`src/design/sgcd_pkg.sv`:
```
// shared types for the signed gcd unit: beat payloads, controller states,
// controller-to-datapath command and status groups
// no dependencies
package sgcd_pkg;

   // default working width of the operand magnitudes
   localparam int OperandWidthDefault = 32;

   // fixed width of the payload fields
   localparam int FieldWidth = 32;

   // input beat
   typedef struct packed {
      logic signed [FieldWidth-1:0] value_a;
      logic signed [FieldWidth-1:0] value_b;
   } req_type;

   // result beat
   typedef struct packed {
      logic [FieldWidth-1:0] divisor;
      logic                  zero_operand;
   } rsp_type;

   // controller states
   typedef enum logic [2:0] {
      ST_IDLE,
      ST_CHECK,
      ST_DIV_INIT,
      ST_DIVIDE,
      ST_UPDATE,
      ST_FINISH
   } sgcd_state_type;

   // commands to the datapath
   typedef struct packed {
      logic load;      // take the operand magnitudes
      logic div_init;  // start a remainder pass on larger / smaller
      logic div_step;  // one restoring remainder bit
      logic update;    // larger <= smaller, smaller <= remainder
   } sgcd_cmd_type;

   // status from the datapath
   typedef struct packed {
      logic zero_operand;  // an operand was zero at load
      logic smaller_zero;  // smaller working value is zero
      logic count_last;    // last remainder bit in progress
   } sgcd_status_type;

endpackage

```
`src/design/sgcd_dpath.sv`:
```
// datapath of the signed gcd unit: working magnitudes and a bit-serial
// restoring remainder unit
// depends on sgcd_pkg
module sgcd_dpath #(
   parameter int OPERAND_WIDTH = sgcd_pkg::OperandWidthDefault
) (
   input  logic                         clock,
   input  logic [OPERAND_WIDTH-1:0]     op_a,
   input  logic [OPERAND_WIDTH-1:0]     op_b,
   input  sgcd_pkg::sgcd_cmd_type       cmd,
   output sgcd_pkg::sgcd_status_type    status,
   output logic [OPERAND_WIDTH-1:0]     result
);
   import sgcd_pkg::*;

   localparam int W    = OPERAND_WIDTH;
   localparam int CntW = $clog2(W);

   logic [W-1:0]    larger_ff, larger_in;
   logic [W-1:0]    smaller_ff, smaller_in;
   logic [W-1:0]    rem_ff, rem_in;
   logic [W-1:0]    shift_ff, shift_in;
   logic [CntW-1:0] count_ff, count_in;
   logic            zero_ff, zero_in;

   logic [W-1:0]    mag_a;
   logic [W-1:0]    mag_b;
   logic [W:0]      rem_sh;
   logic [W:0]      rem_diff;

   // two's complement magnitudes; the most negative value maps to 2^(W-1)
   assign mag_a = op_a[W-1] ? (W'(0) - op_a) : op_a;
   assign mag_b = op_b[W-1] ? (W'(0) - op_b) : op_b;

   // one restoring remainder bit
   assign rem_sh   = {rem_ff, shift_ff[W-1]};
   assign rem_diff = rem_sh - {1'b0, smaller_ff};

   always_comb begin
      larger_in  = larger_ff;
      smaller_in = smaller_ff;
      rem_in     = rem_ff;
      shift_in   = shift_ff;
      count_in   = count_ff;
      zero_in    = zero_ff;
      if (cmd.load) begin
         larger_in  = mag_a;
         smaller_in = mag_b;
         zero_in    = (mag_a == '0) || (mag_b == '0);
      end
      if (cmd.div_init) begin
         rem_in   = '0;
         shift_in = larger_ff;
         count_in = CntW'(W - 1);
      end
      if (cmd.div_step) begin
         rem_in   = rem_diff[W] ? rem_sh[W-1:0] : rem_diff[W-1:0];
         shift_in = {shift_ff[W-2:0], 1'b0};
         count_in = count_ff - CntW'(1);
      end
      if (cmd.update) begin
         larger_in  = smaller_ff;
         smaller_in = rem_ff;
      end
   end

   // working registers
   always_ff @(posedge clock) begin
      larger_ff  <= larger_in;
      smaller_ff <= smaller_in;
      rem_ff     <= rem_in;
      shift_ff   <= shift_in;
      count_ff   <= count_in;
      zero_ff    <= zero_in;
   end

   assign status.zero_operand = zero_ff;
   assign status.smaller_zero = (smaller_ff == '0);
   assign status.count_last   = (count_ff == '0);
   assign result              = zero_ff ? '0 : larger_ff;

endmodule

```
`src/design/sgcd_ctrl.sv`:
```
// controller of the signed gcd unit: sequences load, remainder passes and
// the hand-off to the result register
// depends on sgcd_pkg
module sgcd_ctrl (
   input  logic                       clock,
   input  logic                       reset,
   input  logic                       req_valid,
   output logic                       req_stall,
   input  logic                       out_free,
   output logic                       capture,
   input  sgcd_pkg::sgcd_status_type  status,
   output sgcd_pkg::sgcd_cmd_type     cmd
);
   import sgcd_pkg::*;

   sgcd_state_type state_ff, state_in;

   // state register
   always_ff @(posedge clock) begin
      if (reset) begin
         state_ff <= ST_IDLE;
      end else begin
         state_ff <= state_in;
      end
   end

   // next state and commands
   always_comb begin
      state_in  = state_ff;
      cmd       = '0;
      capture   = 1'b0;
      req_stall = 1'b1;
      case (state_ff)
         ST_IDLE: begin
            req_stall = 1'b0;
            if (req_valid) begin
               cmd.load = 1'b1;
               state_in = ST_CHECK;
            end
         end
         ST_CHECK: begin
            // zero operand or remainder reached zero
            if (status.zero_operand || status.smaller_zero) begin
               state_in = ST_FINISH;
            end else begin
               state_in = ST_DIV_INIT;
            end
         end
         ST_DIV_INIT: begin
            cmd.div_init = 1'b1;
            state_in     = ST_DIVIDE;
         end
         ST_DIVIDE: begin
            cmd.div_step = 1'b1;
            if (status.count_last) begin
               state_in = ST_UPDATE;
            end
         end
         ST_UPDATE: begin
            cmd.update = 1'b1;
            state_in   = ST_CHECK;
         end
         ST_FINISH: begin
            if (out_free) begin
               capture  = 1'b1;
               state_in = ST_IDLE;
            end
         end
         default: begin
            state_in = ST_IDLE;
         end
      endcase
   end

endmodule

```
`src/design/signed_gcd_unit.sv`:
```
// Signed gcd unit: takes two signed operands per beat and returns the
// greatest common divisor of their magnitudes (the most negative value counts
// as 2^(OPERAND_WIDTH-1)), or 0 with zero_operand set when either operand is
// zero. One item is worked on at a time. Each Euclid remainder step runs on a
// bit-serial restoring unit (init, one bit per cycle, update, check); an
// item runs one such step per Euclid remainder, at most 45 at 32 bits (one
// of them spent when the second magnitude is the larger), between the
// accepted beat and the result capture; a zero operand goes from the check
// straight to the finish.
// A registered result stage lets the next item start while a result waits.
// Depends on sgcd_pkg, sgcd_ctrl and sgcd_dpath.
module signed_gcd_unit #(
   parameter int OPERAND_WIDTH = sgcd_pkg::OperandWidthDefault
) (
   input  logic              clock,
   input  logic              reset,
   input  logic              req_valid,
   output logic              req_stall,
   input  sgcd_pkg::req_type req_data,
   output logic              rsp_valid,
   input  logic              rsp_stall,
   output sgcd_pkg::rsp_type rsp_data
);
   import sgcd_pkg::*;

   localparam int W = OPERAND_WIDTH;

   sgcd_cmd_type    cmd;
   sgcd_status_type status;
   logic            capture;
   logic            out_free;
   logic [W-1:0]    op_a;
   logic [W-1:0]    op_b;
   logic [W-1:0]    result;
   logic [63:0]     a_ext;
   logic [63:0]     b_ext;
   logic [63:0]     res_ext;

   logic            rsp_valid_ff, rsp_valid_in;
   rsp_type         rsp_data_ff, rsp_data_in;

   // operands at the working width; bits above the field read as zero
   assign a_ext = {32'd0, req_data.value_a};
   assign b_ext = {32'd0, req_data.value_b};
   assign op_a  = a_ext[W-1:0];
   assign op_b  = b_ext[W-1:0];

   sgcd_ctrl u_ctrl (
      .clock     (clock),
      .reset     (reset),
      .req_valid (req_valid),
      .req_stall (req_stall),
      .out_free  (out_free),
      .capture   (capture),
      .status    (status),
      .cmd       (cmd)
   );

   sgcd_dpath #(
      .OPERAND_WIDTH (W)
   ) u_dpath (
      .clock  (clock),
      .op_a   (op_a),
      .op_b   (op_b),
      .cmd    (cmd),
      .status (status),
      .result (result)
   );

   // result register
   assign out_free = !rsp_valid_ff || !rsp_stall;
   assign res_ext  = 64'(result);

   always_comb begin
      rsp_valid_in = rsp_valid_ff && rsp_stall;
      rsp_data_in  = rsp_data_ff;
      if (capture) begin
         rsp_valid_in             = 1'b1;
         rsp_data_in.divisor      = res_ext[FieldWidth-1:0];
         rsp_data_in.zero_operand = status.zero_operand;
      end
   end

   always_ff @(posedge clock) begin
      if (reset) begin
         rsp_valid_ff <= 1'b0;
      end else begin
         rsp_valid_ff <= rsp_valid_in;
      end
   end

   always_ff @(posedge clock) begin
      rsp_data_ff <= rsp_data_in;
   end

   assign rsp_valid = rsp_valid_ff;
   assign rsp_data  = rsp_data_ff;

   // a beat taken on the input closes the input until the result is handed off
   a_busy_after_accept : assert property (@(posedge clock) disable iff (reset)
      (req_valid && !req_stall) |=> req_stall)
      else $error("input open right after an accepted beat");

   // the result register is loaded only when it is empty or draining
   a_capture_free : assert property (@(posedge clock) disable iff (reset)
      capture |-> (!rsp_valid_ff || !rsp_stall))
      else $error("result overwritten while waiting");

   // a zero operand always yields a zero divisor
   a_zero_result : assert property (@(posedge clock) disable iff (reset)
      (rsp_valid && rsp_data.zero_operand) |-> (rsp_data.divisor == '0))
      else $error("nonzero divisor with zero operand");

   // a valid gcd is never zero when it fits the field
   a_gcd_nonzero : assert property (@(posedge clock) disable iff (reset)
      (capture && !status.zero_operand) |=>
         ((W > FieldWidth) || (rsp_data.divisor != '0)))
      else $error("zero gcd without zero operand");

endmodule
```
`config.mk`:
```
export PLATFORM = sky130hd
export DESIGN_NAME = signed_gcd_unit
export DESIGN_NICKNAME = d
export VERILOG_FILES = /design/src/design/sgcd_pkg.sv /design/src/design/sgcd_dpath.sv /design/src/design/sgcd_ctrl.sv /design/src/design/signed_gcd_unit.sv
export SDC_FILE = /design/constraint.sdc
export NUM_CORES = 1
export LEC_CHECK = 0
export ABC_AREA = 1
export BUFFER_PORTS_ARGS = -buffer_cell sky130_fd_sc_hd__clkbuf_2
export CAP_MARGIN = 20
export CORE_ASPECT_RATIO = 1.25
export CORE_MARGIN = 3
export CORE_UTILIZATION = 25
export DETAILED_ROUTE_END_ITERATION = 12
export GPL_ROUTABILITY_DRIVEN = 0
export PLACE_DENSITY = 0.41
export SYNTH_ARGS = -nofsm -noshare
export SYNTH_HDL_FRONTEND = slang
export SYNTH_SLANG_ARGS = --single-unit
```
`constraint.sdc`:
```
create_clock -name clock -period 9.3 [get_ports clock]
set_input_delay 1.86 -clock clock [delete_from_list [all_inputs] [get_ports clock]]
set_output_delay 1.86 -clock clock [all_outputs]
set_load 0.01 [all_outputs]
```
* Yosys cells after proc, flatten, opt, wreduce, memory -nomap -nowiden *
Cells that the tools add are included.

cells by class
  $add $sub $neg = 4
  multiplexer cells = 27
  eq/ne operators = 8
  reductions and logical operators = 14

operators with widths
  kind                                                  count
  2-to-1 mux 32 bit                                     11
  zero test 32 bit                                      3
  subtractor 1 x 32 -> 32 bit (first input constant)    2
  subtractor 33 x 32 -> 33 bit                          1
  case mux 3 bit (6 select lines)                       1
  2-to-1 mux 3 bit                                      4
  2-to-1 mux 5 bit                                      2
  2-to-1 mux 1 bit                                      9
  equality test 3 x 2 -> 1 bit (second input constant)  2
  equality test 3 bit (second input constant)           2
  != test 2 bit (second input constant)                 3
  zero test 5 bit                                       1
  subtractor 5 x 1 -> 5 bit (second input constant)     1
  nonzero test 2 bit                                    2
  equality test 3 x 1 -> 1 bit (second input constant)  1
  zero test 3 bit                                       1
  logical OR 1 bit                                      3
  AND reduction 3 bit                                   1
  zero test 1 bit                                       2
  logical AND 1 bit                                     1

word-level totals
  flip-flop bits (word level) = 171

* Logic depth before layout (Yosys ltp) *
Gate-level depths: netlist of the first run.

  depth in word-level cells = 5
  gate-level depth with buffers = 15

* Hierarchy *
Synthesis of the first run repeated with hierarchy kept, for this count alone.

second synthesis, totals
  cells, all modules = 1674
  area, all modules = 12009.0 µm²

by module, submodules not included
  module           instances  cells an instance  area each (µm²)  sequential area each (µm²)
  sgcd_dpath       1          1597               10739.0          4013.8
  signed_gcd_unit  1          37                 1029.7           1011.0
  sgcd_ctrl        1          40                 240.2            60.1

* Worst setup path after synthesis of the first run *
Ideal clock, no wire load.

  path type = register to register
  start point = register u_ctrl.state_ff[1]
  end point = register u_dpath.count_ff[0], data pin
  cell stages (with the launch flop) = 8
  data arrival time = 4488 ps
  period minus slack after synthesis = 4756 ps
  setup time = 268 ps
  data required time = 9032 ps
  buffers on the path = 2
  slack = 4544 ps
  cells stage by stage = dfxtp_1 inv_1 nor2_1 nand2_1 inv_1 buf_2 buf_1 nand2_1

on the way
  cells in the longest elaborated chain, start to end = 3

ends and longest elaborated chain
  item                          line              text
  start, declared               sgcd_ctrl.sv:16   sgcd_state_type state_ff, state_in;
  start signal, assigned        sgcd_ctrl.sv:23   state_ff <= state_in;
  equality test 3 x 2 -> 1 bit  sgcd_ctrl.sv:33   case (state_ff)
  2-to-1 mux 1 bit              sgcd_ctrl.sv:33
  2-to-1 mux 5 bit              sgcd_dpath.sv:56  if (cmd.div_step) begin
  end signal, assigned          sgcd_dpath.sv:73  count_ff <= count_in;
  end, declared                 sgcd_dpath.sv:23  logic [CntW-1:0] count_ff, count_in;

No other way between the ends.
A chain may end at the register's enable or synchronous reset.

* Final worst setup path of the first run *
  start point = input port req_data[0] in the netlist's numbering
  end point = register u_dpath.zero_ff, data pin

on the way
  cells in the longest elaborated chain, start to end = 4

ends and longest elaborated chain
  item                         line                   text
  start, declared              signed_gcd_unit.sv:19  input sgcd_pkg::req_type req_data,
  subtractor 1 x 32 -> 32 bit  sgcd_dpath.sv:33       assign mag_b = op_b[W-1] ? (W'(0) - op_b) : op_b;
  2-to-1 mux 32 bit (*)        sgcd_dpath.sv:33
  zero test 32 bit (*)         sgcd_dpath.sv:49       zero_in = (mag_a == '0) || (mag_b == '0);
  logical OR 1 bit (*)         sgcd_dpath.sv:49
  end signal, assigned         sgcd_dpath.sv:74       zero_ff <= zero_in;
  end, declared                sgcd_dpath.sv:24       logic zero_ff, zero_in;

Mark *: on every way between the ends. The rest lies on a longest branch, timed or not.

==> out/results.md, run 1 <==
| Stage | Metric | Reported |
|---|---|---|
| layout | Diodes inserted | 0 |
| synthesis | Largest cells by area after synthesis | sky130_fd_sc_hd__edfxtp_1, sky130_fd_sc_hd__nand2_1, sky130_fd_sc_hd__nor2_1 |
| critical path | Most numerous cell on the critical path | sky130_fd_sc_hd__nand2_1 |
| routing | Starting DRT DRC Count | 703 |
| routing | Average vias per placed instance | 4.72 |
| clocking | Resize count post-CTS | 0 |
| synthesis | Number of synthesis warnings | 0 |
| layout | Post-synthesis to final-layout area growth | 14.6% |
| synthesis | Nets in the synthesized netlist | 1733 |
| synthesis | Most frequently used flop master after synthesis | sky130_fd_sc_hd__edfxtp_1 |
| critical path | Worst reg2reg startpoint | u_ctrl.state_ff[1]$_SDFFE_PP0P_ |
| clocking | Total CTS buffers | 17 |
| routing | Final antenna-violating net count | 0 |
| layout | Number of nets in the layout | 1818 |
| power and ir drop | Power density over the cells | 200 nW/µm² |
| die | Die span in x | 200 µm |
| synthesis | Area share of the leading cell type in the synthesized netlist | 42.6% |
| grt | GRT Util Overall | 16.9% |
| hold path | Min-Delay Path Class | flop to flop |
| synthesis | Adder-cell share of the synthesized area | 4.12% |
| synthesis | Share of synthesized flip-flops with an asynchronous set or reset | 0% |
| clocking | Clock H-tree levels | 4 |
| synthesis | Most numerous cell types in the synthesized netlist | sky130_fd_sc_hd__nand2_1, sky130_fd_sc_hd__nor2_1, sky130_fd_sc_hd__inv_1 |
| layout | Number of inserted filler cells in the final layout | 5135 |
| flow run | Max-cap violations | 0 |
| timing | Maximum clock frequency | 0.275 GHz |
| clocking | CTS Sinks | 171 |
| clocking | Clock latency reported for the late side of the worst-skew pair | 0.46 ns |
| clocking | Clock-pin slew on the worst setup and hold paths | 0.08 ns |
| synthesis | Post-synthesis simple-gate area fraction | 33.8% |
| clocking | Maximum buffer depth of the clock tree | 2 |
| placement | Post-Place Cell Area | 12800 µm² |
| die | Die ar. | 49500 µm² |
| synthesis | Most area-hungry cell type in the Yosys netlist | sky130_fd_sc_hd__edfxtp_1 |
| timing | Worst slack on hold paths | 0.497 ns |
| die | Placement row count | 88 |
| timing | Setup violations, final | 0 |
| grt | Largest net degree at the start of global routing | 91 |
| timing | Skew final | 0.0122 ns |
| synthesis | Dominant combinational cell family by area after synthesis | simple AND/OR/NAND/NOR gates |
| layout | Layout Cells excl Fill | 2310 |
| critical path | Largest stage delay on the critical path | 0.34 ns |
| timing | Setup total negative slack | 0 ns |
| clocking | Hold buffer count at CTS | 0 |
| critical path | Crit path kind | input port to flop |
| clocking | TritonCTS clock tree | yes |
| placement | Hpwl dp | 32.9 mm |
| synthesis | Post-Synth XOR/XNOR Area | 1.20% |
| routing | Wirelength, routed | 41.4 mm |
| timing | Max-Slew Margin vs Limit | 30.5% |
| timing | Slew of the pin with the lowest slew margin | 1.04 ns |
| critical path | Critical Path End Type | flop |
| power and ir drop | Maximum ir drop on the vdd rail | 0.135 mV |
| synthesis | Average cell area after synthesis | 7.20 µm² |
| critical path | Max Fanout on Critical Path | 5 |
| critical path | Crit-path cells | clkbuf_2, inv_1, ha_1, nand2_1, nor2_1, nand2_1, o21ai_1, nand3_1, nand2_1, nor2_1, nand2_1, nor2_1, nand3_1, nand2_1 |
| synthesis | Number of enable-type register cells in the synthesized netlist | 166 |
| clocking | Cell at the root of the clock tree | sky130_fd_sc_hd__clkbuf_16 |
| die | Core outline area | 46200 µm² |
| routing | Detail-routed net length per standard cell | 17.9 µm |
| synthesis | Sequential area share after synthesis | 43.4% |
| status | Status | finished, final reports clean |
| layout | Share of post-route cells with drive strength above 1 | 9.57% |
| synthesis | Synth unique cells | 37 |
| synthesis | Cell area after synthesis | 11700 µm² |
| layout | Multi-input logic area | 5690 µm² |
| hold path | Hold path start | u_dpath.shift_ff[0]$_SDFFE_PP0N_ |
| timing | Number of failing hold endpoints at the final stage | 0 |
| critical path | Startpoint type of the worst setup path | input port |
| critical path | CP Launch Point | req_data[0] |
| timing | Post-route fraction of the period consumed by the critical path | 39.1% |
| layout | Final std cell area, no fill | 13400 µm² |
| timing | Final period demand of the worst path | 3.64 ns |
| synthesis | Number of register bits inferred by synthesis | 171 |
| synthesis | Dominant cell by count in the synthesized netlist | sky130_fd_sc_hd__nand2_1 |
| grt | Number of global-route vias before repair | 11.0k |
| synthesis | Share of the synthesized area in compound gates (AO/OA/AOI/OAI) | 9.29% |
| layout | Register Area | 5080 µm² |
| critical path | Data arrival time of the worst path | 3.85 ns |
| die | Initial core utilization | 25.3% |
| critical path | Slowest-stage cell, CP | sky130_fd_sc_hd__o21ai_1 |
| grt | Initial antenna violation count | 0 |
| synthesis | Share of cell area taken by muxes after synthesis | 0% |
| grt | Global-route wire length before repair | 63.2 mm |
| placement | I/O Buffers | 102 |
| grt | Grt total ovfl | 0 |
| timing | Setup repair after global routing missed its margin | no |
| synthesis | Cell count after synthesis | 1627 |
| routing | Residual DRC count | 0 |
| power and ir drop | Static Leak | 5.95 nW |
| routing | Vias after detailed routing | 10.9k |
| clocking | Setup repair bufs after CTS | 0 |
| critical path | Required time at the worst-slack endpoint | 9.51 ns |
| placement | Placed instance count | 2277 |
| timing | Max-slew violation count | 0 |
| die | Die Ht | 248 µm |
| die | Number of placed I/O pins | 103 |
| routing | Number of detailed-routing iterations run before antenna repair | 5 |
==> per-stage QoR <==
step,util (%),total power [mW],setup slack [ns]
after floorplan,-,1.69,4.54
after global placement,27.7,2.00,5.19
after detailed placement,27.7,2.00,5.18
after CTS,29.0,2.72,5.67
after global routing,29.0,2.87,5.41
final,29.0,2.69,5.66
==> layout make-up <==
cell class,instances,share of cell area [%]
clock buffers,17,3.17
clock inverters,15,1.13
inverters,204,5.70
multi-input cells,1209,42.4
flip-flops and latches,171,37.9
well taps,585,5.45
repair buffers,109,4.29
==> metal layers <==
metal	global-route usage, %	vias to the layer above	routed length [µm]
met4	5.40	0	1080
met5	0	-	0
li1	-	5481	-
met2	31.9	215	21700
met1	19.7	5166	17600
met3	2.04	48	1090
==> cells by family (layout without fill, tap and decap cells) <==
| family | after synthesis | after routing |
|---|---|---|
| and+or+nand+nor | 949 | 949 |
| AOI/OAI and AO/OA | 206 | 206 |
| buffers and inverters | 247 | 345 |
| adders and majority gates | 38 | 38 |
| xor gates and xnor gates | 16 | 16 |
| DFF | 171 | 171 |
==> registers in the layout (all words and copies together) (netlist names) <==
register            count
rsp_data               33
rsp_valid               1
u_ctrl.state_ff         3
u_dpath.count_ff        5
u_dpath.larger_ff      32
u_dpath.rem_ff         32
u_dpath.shift_ff       32
u_dpath.smaller_ff     32
u_dpath.zero_ff         1
==> worst paths after layout <==
| path | endpoint | slack, ns | cells past startpoint |
|---|---|---|---|
| setup / recovery | u_dpath.zero_ff$_DFFE_PP_ | 5.66 | 14 |
| hold / removal | u_dpath.shift_ff[0]$_SDFFE_PP0N_ | 0.50 | 2 |
| setup reg to reg | u_dpath.count_ff[4]$_SDFFCE_PN1P_ | 5.85 | 9 |
| hold reg to reg | u_dpath.shift_ff[0]$_SDFFE_PP0N_ | 0.50 | 2 |
==> cell usage in the layout, fill, tap and decap left out, drive strengths merged, types with 3 or more instances in the layout <==
cell type / count
o21a: 6
edfxtp: 166
clkbuf: 119
nand3b: 20
o21ai: 121
o211ai: 4
nand2: 497
ha: 37
a21oi: 57
nand3: 128
nor3: 12
dfxtp: 5
xnor2: 5
inv: 211
nor4: 7
nor2: 269
xor2: 11
clkinvlp: 3
a31oi: 11
buf: 7
clkinv: 5
o21bai: 5
nand4: 14
==> critical path: cells and delay by family <==
family / cells / cell delay [ns]
AO/OA/AOI/OAI: 1 / 0.34
adder cells (fa/ha/maj): 1 / 0.28
buffers and inverters: 2 / 0.28
AND/OR/NAND/NOR: 10 / 1.08
==> power breakdown <==
group,switching [mW],total (mW),leakage [nW],internal (mW)
Clock,0.355,0.711,0.274,0.356
Sequential,0.0610,1.06,1.59,0.998
Combinational,0.654,0.917,4.09,0.263
Total,1.07,2.69,5.95,1.62
(Power assumes the default switching activity.)
==> run 2: changes to the inputs <==
- clock period: 9.3 -> 3.6 ns (I/O delays scaled with it)
==> run 2 against run 1 <==
Clock power grew to 2.6 times the previous value. Clock skew hardly changed. Worst setup slack worse by 4.9 ns. Sequential power grew to 2.6 times the previous value. Critical endpoint is now u_dpath.rem_ff[1]$_SDFFCE_PN0P_. Largest cell class unchanged.
==> out/results.md, run 2 (synthesis results as in run 1) <==
| Stage | Metric | Reported |
|---|---|---|
| clocking | CTS Sinks | 171 |
| routing | Starting DRT DRC Count | 779 |
| critical path | Largest stage delay on the critical path | 0.38 ns |
| critical path | Critical Path End Type | flop |
| layout | Highest-count cells in the layout ignoring fill and taps | sky130_fd_sc_hd__nand2_1, sky130_fd_sc_hd__nor2_1, sky130_fd_sc_hd__inv_1 |
| critical path | Crit path kind | flop to flop |
| die | Die Ht | 248 µm |
| routing | Met3 wire length | 1.53 mm |
| clocking | Maximum buffer depth of the clock tree | 2 |
| clocking | Resize count post-CTS | 0 |
| routing | Wirelength, routed | 41.3 mm |
| grt | GRT Util Overall | 16.7% |
| routing | Number of detailed-routing iterations run before antenna repair | 5 |
| die | Core outline area | 46200 µm² |
| clocking | Hold buffer count at CTS | 0 |
| die | Initial core utilization | 25.3% |
| power and ir drop | Static Leak | 5.98 nW |
| clocking | Total CTS buffers | 17 |
| routing | Final antenna-violating net count | 0 |
| layout | Share of post-route cells with drive strength above 1 | 9.83% |
| timing | Setup total negative slack | 0 ns |
| clocking | Cell at the root of the clock tree | sky130_fd_sc_hd__clkbuf_16 |
| die | Die ar. | 49500 µm² |
| power and ir drop | Power density over the cells | 522 nW/µm² |
| grt | Number of global-route vias before repair | 10.7k |
| critical path | Required time at the worst-slack endpoint | 3.91 ns |
| placement | I/O Buffers | 102 |
| routing | Detail-routed net length per standard cell | 17.8 µm |
| grt | Grt total ovfl | 0 |
| critical path | Data arrival time of the worst path | 3.17 ns |
| die | Placement row count | 88 |
| critical path | Crit-path cells | inv_1, ha_1, a21oi_1, o21ai_1, a21oi_1, nand2_1, nor2_4, nand3_2, nand2_4, nor2_1, nor2_1 |
| layout | Share of the core filled with cells | 29.2% |
| timing | Max-slew violation count | 0 |
| timing | Maximum clock frequency | 0.349 GHz |
| critical path | Slowest-stage cell, CP | sky130_fd_sc_hd__edfxtp_1 |
| clocking | Clock latency reported for the late side of the worst-skew pair | 0.45 ns |
| layout | Post-synthesis to final-layout area growth | 15.1% |
| clocking | Clock-pin slew on the worst setup and hold paths | 0.07 ns |
| clocking | Setup repair bufs after CTS | 0 |
| layout | Number of nets in the layout | 1825 |
| routing | Highest metal layer with signal wires | met4 |
| critical path | Max Fanout on Critical Path | 17 |
| timing | Setup violations, final | 0 |
| flow run | Max-cap violations | 0 |
| timing | Number of failing hold endpoints at the final stage | 0 |
| timing | Slew of the pin with the lowest slew margin | 1.02 ns |
| timing | Max-Slew Margin vs Limit | 32.2% |
| timing | Post-route fraction of the period consumed by the critical path | 79.6% |
| status | Status | finished, final reports clean |
| routing | Vias after detailed routing | 10.9k |
| placement | Worst setup slack before clock tree synthesis | 0.617 ns |
| layout | Largest register FFs | 33 |
| hold path | Min-Delay Path Class | flop to flop |
| routing | Residual DRC count | 0 |
| routing | Wire length on met2 | 21.8 mm |
| grt | Global-route wire length before repair | 62.4 mm |
| power and ir drop | Total power | 7.03 mW |
| placement | Hpwl dp | 33.6 mm |
| timing | Final critical-path setup slack | 0.736 ns |
| power and ir drop | Maximum ir drop on the vdd rail | 0.395 mV |
| grt | Initial antenna violation count | 3 |
| routing | Average vias per placed instance | 4.71 |
| critical path | Buffers plus inverters on the worst setup path | 1 |
| clocking | Clock H-tree levels | 4 |
| timing | Skew final | 0.0126 ns |
| grt | Largest net degree at the start of global routing | 71 |
| die | Die span in x | 200 µm |
| clocking | TritonCTS clock tree | yes |
| die | Number of placed I/O pins | 103 |
| layout | Most common cell after layout, fill and taps aside | sky130_fd_sc_hd__nand2_1 |
| timing | Final period demand of the worst path | 2.86 ns |
| routing | Met1 layer wirelength in the final routing | 16.3 mm |
| critical path | CP delay by family, top | simple AND/OR/NAND/NOR gates |
| critical path | Startpoint type of the worst setup path | flop |
| timing | Setup repair after global routing missed its margin | no |
run 2: final timing paths:
path                                                          to                             start  depth (start not counted)  slack (ns)
worst min-delay path            u_dpath.shift_ff[0]$_SDFFE_PP0N_  u_dpath.shift_ff[0]$_SDFFE_PP0N_                          2        0.48
worst max register to register   u_dpath.rem_ff[1]$_SDFFCE_PN0P_  u_dpath.smaller_ff[25]$_DFFE_PP_                         11        0.74
worst min register to register  u_dpath.shift_ff[0]$_SDFFE_PP0N_  u_dpath.shift_ff[0]$_SDFFE_PP0N_                          2        0.48
worst max-delay path             u_dpath.rem_ff[1]$_SDFFCE_PN0P_  u_dpath.smaller_ff[25]$_DFFE_PP_                         11        0.74
run 2: tightest hold or removal path: stages (launching register included):
cell	delay, ns
sky130_fd_sc_hd__dfxtp_1	0.30
sky130_fd_sc_hd__inv_1	0.06
sky130_fd_sc_hd__o22ai_1	0.07
run 2: per-stage QoR:
step | instances | area, µm² | hold slack (ns)
4_1_cts | 2314 | 13500 | 0.469
3_5_place_dp | 2284 | 12900 | 0.473
2_1_floorplan | 1627 | 11700 | 0.424
5_1_grt | 2315 | 13500 | 0.493
6_report | 2316 | 13500 | 0.479
3_3_place_gp | 2284 | 12900 | 0.471
run 2: area by class of cell:
type                    instances  area (µm²)
diodes                          1        2.50
clock buffers                  17         425
clock inverters                13         144
fillers                      5067       32800
inverters                     204         766
multi-input cells            1209        5690
flip-flops and latches        171        5080
well taps                     585         732
repair buffers                116         641
run 2: layer usage:
layer | global-route usage (%) | vias to the layer above
met5 | 0 | -
met4 | 7.10 | 0
met3 | 2.84 | 69
met2 | 31.5 | 234
met1 | 18.3 | 5117
li1 | - | 5491
run 2: where the power goes:
part / leakage [nW] / internal [mW] / switching, mW
combinational: 4.12 / 0.700 / 1.75
sequential: 1.59 / 2.58 / 0.151
clock: 0.263 / 1.02 / 0.840
